<file path="src/hw/rtl/lmc_pkg.sv">
// Package for the light mode controller: transaction structs, mode, pattern,
// command and register codes, and default constants. No dependencies.
package lmc_pkg;

    localparam int MAX_MOVING_PATTERNS_DEF = 16;

    localparam int CFG_IDX_W  = 1;
    localparam int CFG_DATA_W = 16;

    localparam logic [CFG_IDX_W-1:0] CFG_NUM_PATTERNS  = 1'd0;
    localparam logic [CFG_IDX_W-1:0] CFG_SELECT_TMO    = 1'd1;

    localparam logic [4:0]  NUM_PATTERNS_RST = 5'd4;
    localparam logic [15:0] SELECT_TMO_RST   = 16'd10000;

    localparam logic [1:0] FUNC_TICK  = 2'd0;
    localparam logic [1:0] FUNC_SET   = 2'd1;
    localparam logic [1:0] FUNC_START = 2'd2;

    localparam logic [1:0] PWR_NORMAL   = 2'd0;
    localparam logic [1:0] PWR_CHARGING = 2'd1;
    localparam logic [1:0] PWR_CHARGED  = 2'd2;
    localparam logic [1:0] PWR_LOW      = 2'd3;

    localparam logic [1:0] MOT_MOVING  = 2'd0;
    localparam logic [1:0] MOT_STOPPED = 2'd1;
    localparam logic [1:0] MOT_PARKED  = 2'd2;

    localparam logic [1:0] BTN_SHORT  = 2'd1;
    localparam logic [1:0] BTN_TRIPLE = 2'd2;
    localparam logic [1:0] BTN_LONG   = 2'd3;

    localparam logic [3:0] M_PWR_ON   = 4'd0;
    localparam logic [3:0] M_GAUGE    = 4'd1;
    localparam logic [3:0] M_ON       = 4'd2;
    localparam logic [3:0] M_PWR_OFF  = 4'd3;
    localparam logic [3:0] M_OFF_WIFI = 4'd4;
    localparam logic [3:0] M_CHARGE   = 4'd5;
    localparam logic [3:0] M_OFF      = 4'd6;
    localparam logic [3:0] M_PARKED   = 4'd7;
    localparam logic [3:0] M_DAY      = 4'd8;
    localparam logic [3:0] M_SELECT   = 4'd9;
    localparam logic [3:0] M_WIFI     = 4'd10;

    localparam logic [1:0] CMD_NONE  = 2'd0;
    localparam logic [1:0] CMD_SET   = 2'd1;
    localparam logic [1:0] CMD_BLANK = 2'd2;

    localparam logic [2:0] P_PWR_ON   = 3'd0;
    localparam logic [2:0] P_PWR_OFF  = 3'd1;
    localparam logic [2:0] P_CHARGING = 3'd2;
    localparam logic [2:0] P_DONE     = 3'd3;
    localparam logic [2:0] P_BATTERY  = 3'd4;
    localparam logic [2:0] P_STOPPED  = 3'd5;
    localparam logic [2:0] P_WIFI     = 3'd6;
    localparam logic [2:0] P_MOVING   = 3'd7;

    typedef struct packed {
        logic [1:0]  func;
        logic [1:0]  pwr_source;
        logic [1:0]  motion;
        logic [1:0]  button_event;
        logic        button_held;
        logic        pattern_running;
        logic        usb_connected;
        logic        is_night;
        logic [9:0]  elapsed_ms;
        logic [3:0]  initial_state;
        logic [15:0] pattern_number;
    } t_in_item;

    typedef struct packed {
        logic [3:0] light_state;
        logic [1:0] pattern_cmd;
        logic [2:0] pattern_select;
        logic [3:0] moving_index;
        logic       multi_press_enable;
        logic       switch_enable;
    } t_out_item;

endpackage

</file>
<file path="src/hw/rtl/light_mode_controller.sv">
// Light mode controller top level: input register, mode/timer/index update, result register.
// Depends on lmc_pkg.
// The input transaction is held in the input register, then the result in the result register;
// throughput: one transaction per cycle unless the output stalls, one pass through the logic.
// Reset (i_rst_n low, synchronous): pipeline empty, mode off, moving index 1, timer 0,
// multi-press and supply switch off, registers at 4 patterns and 10000 ms timeout.
module light_mode_controller
    import lmc_pkg::*;
#(
    parameter int MAX_MOVING_PATTERNS = MAX_MOVING_PATTERNS_DEF
) (
    input  logic                  i_clk,
    input  logic                  i_rst_n,
    input  logic                  i_cfg_we,
    input  logic [CFG_IDX_W-1:0]  i_cfg_idx,
    input  logic [CFG_DATA_W-1:0] i_cfg_data,
    input  logic                  i_in_valid,
    output logic                  o_in_ready,
    input  t_in_item              i_in_data,
    output logic                  o_out_valid,
    input  logic                  i_out_ready,
    output t_out_item             o_out_data
);

    // count is a 5-bit register, so the limit never exceeds 31
    localparam int LIM   = (MAX_MOVING_PATTERNS < 31) ? MAX_MOVING_PATTERNS : 31;
    localparam int IDX_W = $clog2(LIM);

    logic [4:0]       r_num;
    logic [15:0]      r_tmo;
    logic             r_in_valid;
    t_in_item         r_in;
    logic             r_out_valid;
    t_out_item        r_out;
    logic [3:0]       r_mode;
    logic [IDX_W-1:0] r_idx;
    logic [15:0]      r_sel;
    logic             r_mpf;
    logic             r_sup;

    logic [3:0]       n_mode;
    logic [IDX_W-1:0] n_idx;
    logic [15:0]      n_sel;
    logic             n_mpf;
    logic             n_sup;
    t_out_item        n_out;

    logic             w_adv;
    logic             go;
    logic [3:0]       go_tgt;
    logic [1:0]       cmd;
    logic [2:0]       pat;
    logic [16:0]      sum;
    logic [4:0]       cnt;
    logic [IDX_W:0]   idx_inc;
    logic             on_ext;
    logic [IDX_W+3:0] idx_ext;

    assign w_adv      = r_in_valid && (!r_out_valid || i_out_ready);
    assign o_in_ready = !r_in_valid || w_adv;

    always_ff @(posedge i_clk) begin
        if (!i_rst_n) begin
            r_num <= NUM_PATTERNS_RST;
            r_tmo <= SELECT_TMO_RST;
        end else if (i_cfg_we) begin
            unique case (i_cfg_idx)
                CFG_NUM_PATTERNS: r_num <= i_cfg_data[4:0];
                CFG_SELECT_TMO:   r_tmo <= i_cfg_data;
                default: ;
            endcase
        end
    end

    always_comb begin
        n_mode  = r_mode;
        n_idx   = r_idx;
        n_sel   = r_sel;
        n_mpf   = r_mpf;
        n_sup   = r_sup;
        go      = 1'b0;
        go_tgt  = r_mode;
        cmd     = CMD_NONE;
        pat     = P_PWR_ON;
        sum     = {1'b0, r_sel} + 17'(r_in.elapsed_ms);
        cnt     = ({1'b0, r_num} > 6'(LIM)) ? 5'(LIM) : r_num;
        idx_inc = {1'b0, r_idx} + (IDX_W+1)'(1);
        on_ext  = (r_in.pwr_source == PWR_CHARGING) || (r_in.pwr_source == PWR_CHARGED);

        unique case (r_in.func)
            FUNC_TICK: begin
                n_sel = sum[16] ? 16'hFFFF : sum[15:0];
                unique case (r_mode)
                    M_PWR_ON: begin
                        if (!r_in.pattern_running) begin go = 1'b1; go_tgt = M_GAUGE; end
                    end
                    M_GAUGE: begin
                        go = 1'b1;
                        priority if (on_ext) go_tgt = M_CHARGE;
                        else if (!r_in.pattern_running)
                            go_tgt = (r_in.pwr_source == PWR_LOW) ? M_OFF : M_ON;
                        else if (r_in.button_event == BTN_TRIPLE) go_tgt = M_WIFI;
                        else if (r_in.button_event == BTN_SHORT) go_tgt = M_SELECT;
                        else go = 1'b0;
                    end
                    M_ON: begin
                        go = 1'b1;
                        priority if (on_ext) go_tgt = M_CHARGE;
                        else if (r_in.pwr_source == PWR_LOW || r_in.button_event == BTN_SHORT)
                            go_tgt = M_GAUGE;
                        else if (r_in.button_event == BTN_LONG) go_tgt = M_PWR_OFF;
                        else if (r_in.motion == MOT_MOVING) begin
                            go = 1'b0; cmd = CMD_SET; pat = P_MOVING;
                        end else if (r_in.motion == MOT_STOPPED) begin
                            go = 1'b0; cmd = CMD_SET; pat = P_STOPPED;
                        end else if (r_in.motion == MOT_PARKED) go_tgt = M_PARKED;
                        else go = 1'b0;
                    end
                    M_PWR_OFF: begin
                        go = 1'b1;
                        priority if (!r_in.pattern_running) go_tgt = M_OFF;
                        else if (!r_in.button_held) go_tgt = M_ON;
                        else go = 1'b0;
                    end
                    M_OFF_WIFI: begin
                        go = 1'b1;
                        priority if (!r_in.pattern_running) go_tgt = M_OFF;
                        else if (!r_in.button_held) go_tgt = M_WIFI;
                        else go = 1'b0;
                    end
                    M_CHARGE: begin
                        priority if (r_in.pwr_source == PWR_CHARGED) begin
                            cmd = CMD_SET; pat = P_DONE;
                        end else if (r_in.pwr_source == PWR_CHARGING) begin
                            cmd = CMD_SET; pat = P_CHARGING;
                        end else begin
                            go = 1'b1; go_tgt = M_OFF;
                        end
                    end
                    M_SELECT: begin
                        cmd = CMD_SET;
                        pat = P_MOVING;
                        priority if (n_sel >= r_tmo) begin
                            go = 1'b1; go_tgt = M_ON;
                        end else if (r_in.button_event == BTN_SHORT) begin
                            n_idx = (6'(idx_inc) >= 6'(cnt)) ? '0 : idx_inc[IDX_W-1:0];
                        end
                    end
                    M_WIFI: begin
                        go = 1'b1;
                        priority if (r_in.pwr_source == PWR_LOW) go_tgt = M_GAUGE;
                        else if (r_in.button_event == BTN_LONG) go_tgt = M_OFF_WIFI;
                        else go = 1'b0;
                    end
                    default: ;
                endcase
            end
            FUNC_SET: begin
                n_idx = (r_in.pattern_number >= 16'(cnt)) ? '0 : r_in.pattern_number[IDX_W-1:0];
            end
            FUNC_START: begin
                priority if (r_in.initial_state == M_PARKED && !r_in.button_held
                             && !r_in.usb_connected && !r_in.is_night) begin
                    n_mode = M_DAY;
                end else if (r_in.initial_state == M_DAY && !r_in.button_held
                             && !r_in.usb_connected) begin
                    n_mode = M_PARKED;
                end else begin
                    n_sup  = 1'b1;
                    n_mode = r_in.initial_state;
                    go     = 1'b1;
                    go_tgt = M_PWR_ON;
                end
            end
            default: ;
        endcase

        // mode entry actions; re-entering the current mode does nothing
        if (go && go_tgt != n_mode) begin
            unique case (go_tgt)
                M_PWR_ON:              begin cmd = CMD_SET; pat = P_PWR_ON;  end
                M_GAUGE:               begin cmd = CMD_SET; pat = P_BATTERY; end
                M_PWR_OFF, M_OFF_WIFI: begin cmd = CMD_SET; pat = P_PWR_OFF; end
                M_OFF, M_PARKED:       begin cmd = CMD_BLANK; pat = P_PWR_ON; end
                M_SELECT:              n_sel = '0;
                M_WIFI:                begin cmd = CMD_SET; pat = P_WIFI;    end
                default: ;
            endcase
            n_mpf  = (go_tgt == M_GAUGE);
            n_mode = go_tgt;
        end

        idx_ext                  = {4'd0, n_idx};
        n_out.light_state        = n_mode;
        n_out.pattern_cmd        = cmd;
        n_out.pattern_select     = (cmd == CMD_SET) ? pat : P_PWR_ON;
        n_out.moving_index       = idx_ext[3:0];
        n_out.multi_press_enable = n_mpf;
        n_out.switch_enable      = n_sup;
    end

    always_ff @(posedge i_clk) begin
        if (!i_rst_n) begin
            r_in_valid  <= 1'b0;
            r_out_valid <= 1'b0;
            r_mode      <= M_OFF;
            r_idx       <= IDX_W'(1);
            r_sel       <= '0;
            r_mpf       <= 1'b0;
            r_sup       <= 1'b0;
        end else begin
            if (o_in_ready) begin
                r_in_valid <= i_in_valid;
            end
            if (w_adv) begin
                r_out_valid <= 1'b1;
                r_mode      <= n_mode;
                r_idx       <= n_idx;
                r_sel       <= n_sel;
                r_mpf       <= n_mpf;
                r_sup       <= n_sup;
            end else if (i_out_ready) begin
                r_out_valid <= 1'b0;
            end
        end
    end

    always_ff @(posedge i_clk) begin
        if (o_in_ready && i_in_valid) begin
            r_in <= i_in_data;
        end
        if (w_adv) begin
            r_out <= n_out;
        end
    end

    assign o_out_valid = r_out_valid;
    assign o_out_data  = r_out;

endmodule

</file>
<file path="config.mk">
export PLATFORM = sky130hd
export DESIGN_NAME = light_mode_controller
export DESIGN_NICKNAME = d
export VERILOG_FILES = /design/src/hw/rtl/lmc_pkg.sv /design/src/hw/rtl/light_mode_controller.sv
export SDC_FILE = /design/constraint.sdc
export NUM_CORES = 1
export LEC_CHECK = 0
export ABC_AREA = 1
export ABC_CLOCK_PERIOD_IN_PS = 5300
export BUFFER_PORTS_ARGS = -buffer_cell sky130_fd_sc_hd__buf_4
export CAP_MARGIN = 20
export CORE_MARGIN = 2
export CORE_UTILIZATION = 55
export DETAILED_ROUTE_END_ITERATION = 16
export PLACE_DENSITY_LB_ADDON = 0.15
export SLEW_MARGIN = 20
export SYNTH_ARGS = -nofsm -noshare
export SYNTH_HDL_FRONTEND = slang
export SYNTH_SLANG_ARGS = --single-unit
</file>
<file path="constraint.sdc">
create_clock -name i_clk -period 5.3 [get_ports i_clk]
set_clock_uncertainty 0.2 [all_clocks]
set_input_delay 0.265 -clock i_clk [delete_from_list [all_inputs] [get_ports i_clk]]
set_output_delay 0.265 -clock i_clk [all_outputs]
set_load 0.05 [all_outputs]
</file>
## After elaboration in Yosys (flattened, before gate mapping)

Cells that the tools add are included.
W data, S select, Z words.

- Muxes and demuxes: 90
- Equal/unequal tests: 28
- Bitwise operators: 1
- Order comparisons: 4
- Reductions and logical operators: 29
- Add/sub/neg operators: 2

Operator list:

| kind | count |
|---|---|
| $mux W4 | 31 |
| $mux W16 | 4 |
| $mux W1 | 34 |
| $pmux W4 S8 | 1 |
| $eq A4 B3 Y1 const B | 6 |
| $mux W3 | 8 |
| $eq A4 B4 Y1 const B | 5 |
| $add A16 B10 Y17 | 1 |
| $ge A16 B16 Y1 | 1 |
| $ge A16 B5 Y1 | 1 |
| $pmux W4 S2 | 2 |
| $eq A2 B2 Y1 const B | 6 |
| $eq A4 B2 Y1 const B | 3 |
| $pmux W3 S4 | 1 |
| $eq A2 B1 Y1 const B | 5 |
| $pmux W3 S3 | 1 |
| $eq A4 B1 Y1 const B | 2 |
| $logic_and A1 B1 Y1 | 8 |
| $logic_not A4 Y1 | 2 |
| $pmux W1 S7 | 1 |
| $mux W2 | 3 |
| $reduce_or A2 Y1 | 3 |
| $add A4 B1 Y5 const B | 1 |
| $ge A5 B5 Y1 | 1 |
| 14 further kinds | 23 |

- Register bits after elaboration: 106
- Output and inout port bits: 17
- Bits of input ports: 64
- Word-level logic and storage cells: 180

## Longest topological paths before layout

- Word-level depth: 14
- Depth in mapped cells: 35
- Gate-level depth less buffers: 35

## Least setup slack after synthesis

Ideal clock, no wire load.

- Path kind: reg-to-reg
- Start: register r_in[20] (netlist bit)
- End: register r_out, in the netlist o_out_data[9] (data pin)
- Required time: 4841 ps
- Library setup time: 259 ps
- Stages on the path, launching flop included: 32
- Buffers on the path: 2
- Data arrival time: 4177 ps
- Path slack: 663 ps
- Period minus slack after synthesis: 4637 ps
- Path through: edfxtp_1 ha_1 fa_1 nand3_1 nand2_1 a21oi_1 o21ai_0 a21boi_1 nor2_1 nand2_1 buf_2 buf_2 nand2_1 ha_1 nand2_1 inv_1 nand2_1 nor2_1 nor2_1 nand2_1 nand2_1 nand3_1 nand2_1 nand2_1 nand3_2 nand2_1 nand2_1 nor2_4 nand2_2 nand2_4 nor2_1 or2_1

- Word-level cells in the longest chain between the ends: 10
- Elaborated cells on any way between the ends: 22
- Those cells by class: add/sub: 1; order compare: 1; eq/ne: 7; mux: 9; reduce/logical: 4

Ends and longest elaborated chain:

| item | line | source |
|---|---|---|
| from (decl) | light_mode_controller.sv:32 | `t_in_item r_in;` |
| from (signal assigned) | light_mode_controller.sv:230 | `r_in <= i_in_data;` |
| $add A16 B10 Y17 (*) | light_mode_controller.sv:85 | `sum = {1'b0, r_sel} + 17'(r_in.elapsed_ms);` |
| $mux W16 (*) | light_mode_controller.sv:92 | `n_sel = sum[16] ? 16'hFFFF : sum[15:0];` |
| $ge A16 B16 Y1 (*) | light_mode_controller.sv:143 | `priority if (n_sel >= r_tmo) begin` |
| $mux W4 | light_mode_controller.sv:143 |  |
| $pmux W4 S8 | light_mode_controller.sv:93 | `unique case (r_mode)` |
| $pmux W4 S2 | light_mode_controller.sv:90 | `unique case (r_in.func)` |
| $eq A4 B1 Y1, or another cell as far along | light_mode_controller.sv:180 | `unique case (go_tgt)` |
| $reduce_or A5 Y1 (no line) or $reduce_or A2 Y1 (tied branches) | - |  |
| $pmux W2 S2 | light_mode_controller.sv:180 |  |
| $mux W2 (*) | light_mode_controller.sv:179 | `if (go && go_tgt != n_mode) begin` |
| net cmd[0] | light_mode_controller.sv:51 | `logic [1:0] cmd;` |
| to (signal assigned) | light_mode_controller.sv:233 | `r_out <= n_out;` |
| to (decl) | light_mode_controller.sv:34 | `t_out_item r_out;` |

Mark *: on every way through the listed nets, which the timed path passes. The rest lies on a longest branch.
A chain may end at the register's enable or synchronous reset.

## Worst setup path after layout

Ends and elaborated chain as after synthesis.

==> results by group <==
Setup path
  • Slowest-stage cell, CP: fa_1
  • Max stage delay on crit path: 0.43 ns
  • CP endpoint kind: register
  • Kind of critical path: reg2reg
  • CP arrival: 4.76 ns
  • Reg-to-reg critical path startpoint: r_in[20]
  • Crit path from: r_in[20]
  • Most used cell, CP: nand2_1
  • Max FO, Critical Path: 27
  • R2R cell count: 34
  • CP startpoint kind: register
  • Required time of the critical path: 5.21 ns
  • Worst R2R End: o_out_data[9]
  • R2r setup slk: 0.46 ns

Logic synthesis
  • Syn Std Cell Area: 6300 sq um
  • Syn. warnings: 0
  • Top_reg_cell synth: edfxtp_1
  • Register area share after synthesis: 42.7%
  • Largest cells by area after synthesis: edfxtp_1 (27%), dfxtp_1 (16%), nand2_1 (10%), ha_1 (8.5%), inv_1 (6.0%)
  • Gate Count Post-Synth: 788
  • Netlist cell types: 46
  • FF+latch count, synth: 106
  • Ys async rst share: 0%
  • Mapped Avg Cell Area: 8.00 sq um
  • Post-synth EDFFs: 57
  • Syn Nets: 896
  • Top cell type's share of synthesized area: 27.2%
  • Cell accounting for the most synthesized area: edfxtp_1

Timing
  • Final setup viols: 0
  • Final Hold Fails: 0
  • Worst-Margin Slew: 0.579 ns
  • Rel. slew slack: 61.3%
  • Setup TNS Final: 0 ns
  • Final Max Slew Viols: 0
  • Hold WS: 0.00830 ns
  • Final min period: 4.84 ns
  • RSZ-0062 raised after global routing: false
  • Period utilisation layout: 91.4%
  • Achievable frequency: 206 MHz

Floorplanning
  • Num ports: 81
  • Die area: 12300 sq um
  • Row Count: 39
  • Chip width: 111 um
  • Initial Util: 55.7%
  • Chip height: 111 um
  • Core ar.: 11300 sq um

Min path
  • Hold Path Stages: 3
  • Hold Startpoint: i_cfg_data[7]
  • HP Class: in2reg
  • Hold Path Sink: r_tmo[7]

Routing
  • WL final: 16.1 mm
  • Drt initial violations: 440
  • DRC errors left: 0
  • Post-route ant nets: 0
  • 1st-pass router iterations: 6
  • Wire per inst: 15.1 um
  • DR vias: 5761
  • Via density: 5.39

Place
  • HPWL Detailed: 11.2 mm
  • PortBufs: 80
  • Final GP Congestion: 0.911

Run status
  • Status: complete, no violations

Cells and area
  • Diodes inserted: 0
  • P&R area growth vs syn: 25.8%
  • Layout cells sized above 1: 15.7%
  • Nets: 1029

Pwr
  • Combinational group share of total power: 20.2%
  • Pint: 1510 uW
  • Pwr/cell area: 266 nW/um^2
  • Sequential share of power: 45.0%
  • Switching power: 604 uW
  • Clock power share: 34.8%
  • Switching Fraction: 28.6%
  • P_leak: 0.00366 uW
  • VDD IR max: 284 uV

Clock network
  • Clock Tree Root: clkbuf_16
  • H-Tree Depth: 3
  • Worst-Skew Late Latency: 0.36 ns
  • Clock transition at the registers of the reported paths: 0.07 ns
  • Clk buf depth: 2
  • Clock tree sinks: 106
  • CTS tree: yes
  • Num CTS Buffers: 9

Global routing
  • Tot GR Track Use: 26.8%
  • Total grt overflow: 0
  • Number of global-route vias before repair: 5593
  • First-pass GRT wire length: 26.6 mm
  • Largest net degree at the start of global routing: 43
  • Initial antenna violation count: 0

Job
  • Max cap viols: 0
cell usage after synthesis, drive strengths merged (7+ instances only):
| master | instances |
|---|---|
| xor2 | 8 |
| ha | 43 |
| inv | 109 |
| edfxtp | 57 |
| o211ai | 9 |
| o21ai | 67 |
| nand4 | 18 |
| nand3 | 65 |
| dfxtp | 49 |
| clkbuf | 14 |
| a21oi | 66 |
| nor2 | 55 |
| nand2 | 178 |
| nor4 | 7 |
critical path, delay by kind of cell, from the launching register on:
| kind | cells | cell delay, ns |
|---|---|---|
| fa+ha+maj | 3 | 0.82 |
| compound gates | 3 | 0.61 |
| flops | 1 | 0.37 |
| buf+inv | 4 | 0.35 |
| simple gates | 24 | 2.26 |
state kept, by name, summed over array words and instances (netlist names):
register / cells
o_out_data: 15
o_out_valid: 1
r_idx: 4
r_in: 42
r_in_valid: 1
r_mode: 4
r_mpf: 1
r_num: 5
r_sel: 16
r_sup: 1
r_tmo: 16
how the worst max path moves through the flow:
| stage | endpoint | cells past startpoint |
|---|---|---|
| after floorplan | o_out_data[9] | 31 |
| after global placement | o_out_data[9] | 31 |
| after detailed placement | o_out_data[9] | 34 |
| after CTS | r_sel[6] | 24 |
| after global routing | o_out_data[9] | 34 |
| final | o_out_data[9] | 34 |
per-layer routing:
| layer | wire [um] | track usage [%] | vias to the layer above |
|---|---|---|---|
| li1 | - | - | 2926 |
| met1 | 7330 | 34.7 | 2670 |
| met2 | 7870 | 46.3 | 150 |
| met3 | 761 | 5.69 | 15 |
| met4 | 187 | 6.26 | 0 |
| met5 | 0 | 0 | - |
metrics by stage:
step	std cells	instance area (sq um)	worst slack, ns	total power (uW)	util, %
after floorplan	788	6300	0.663	1230	-
after global placement	996	7020	0.583	1340	62.0
after detailed placement	996	7020	0.361	1350	62.0
after CTS	1065	7880	0.318	2110	69.6
after global routing	1069	7930	0.00809	2210	70.0
final	1069	7930	0.457	2110	70.0
placed cells by master, fill, tap and decap left out, types with 3 or more instances in the layout:
cell type and n:
nand2_1 171, inv_1 100, buf_4 87, a21oi_1 60, o21ai_0 58, edfxtp_1 57, nand3_1 56, dlygate4sd3_1 53
nor2_1 49, dfxtp_1 49, ha_1 43, nand4_1 18, o21ai_1 9, o211ai_1 9, clkbuf_16 9, nand3_2 8
xor2_1 8, inv_2 7, nor4_1 7, nand2_2 6, a21oi_2 6, nor2_2 5, nor3_1 4, clkinv_1 4
xnor2_1 4, o21a_1 3, a21o_1 3
power groups by stage:
stage,logic [uW],clock network (uW),registers (uW)
floorplan,249,0,980
global placement,376,0,966
detailed placement,385,0,966
CTS,419,741,948
global route,478,781,953
finish,427,735,949
what timing repair did:
item,4_1_cts,5_1_grt
hold buffers,53,0
hold endpoints to repair,53,0
gates resized for setup,0,2
buffers inserted,0,4
endpoints found under the setup margin,0,29
cell families (layout without fill, tap and decap cells):
group / after synthesis / in the layout / synth area share, %
AOI/OAI and AO/OA: 158 / 158 / 14.0
xor gates and xnor gates: 12 / 12 / 1.67
adders and majority gates: 44 / 44 / 8.86
buffers and inverters: 131 / 269 / 8.20
DFF: 106 / 106 / 42.7
muxes: 2 / 2 / 0.318
and+or+nand+nor: 335 / 335 / 24.2
cell type report:
class | instances | area (sq um)
Clock inverter | 7 | 103
Multi-Input combinational cell | 551 | 3100
Inverter | 111 | 419
Tap cell | 143 | 179
Sequential cell | 106 | 2690
Timing Repair Buffer | 142 | 1210
Clock buffer | 9 | 225
Fill cell | 882 | 3390
Note: power is estimated with default switching activity, not from simulation.
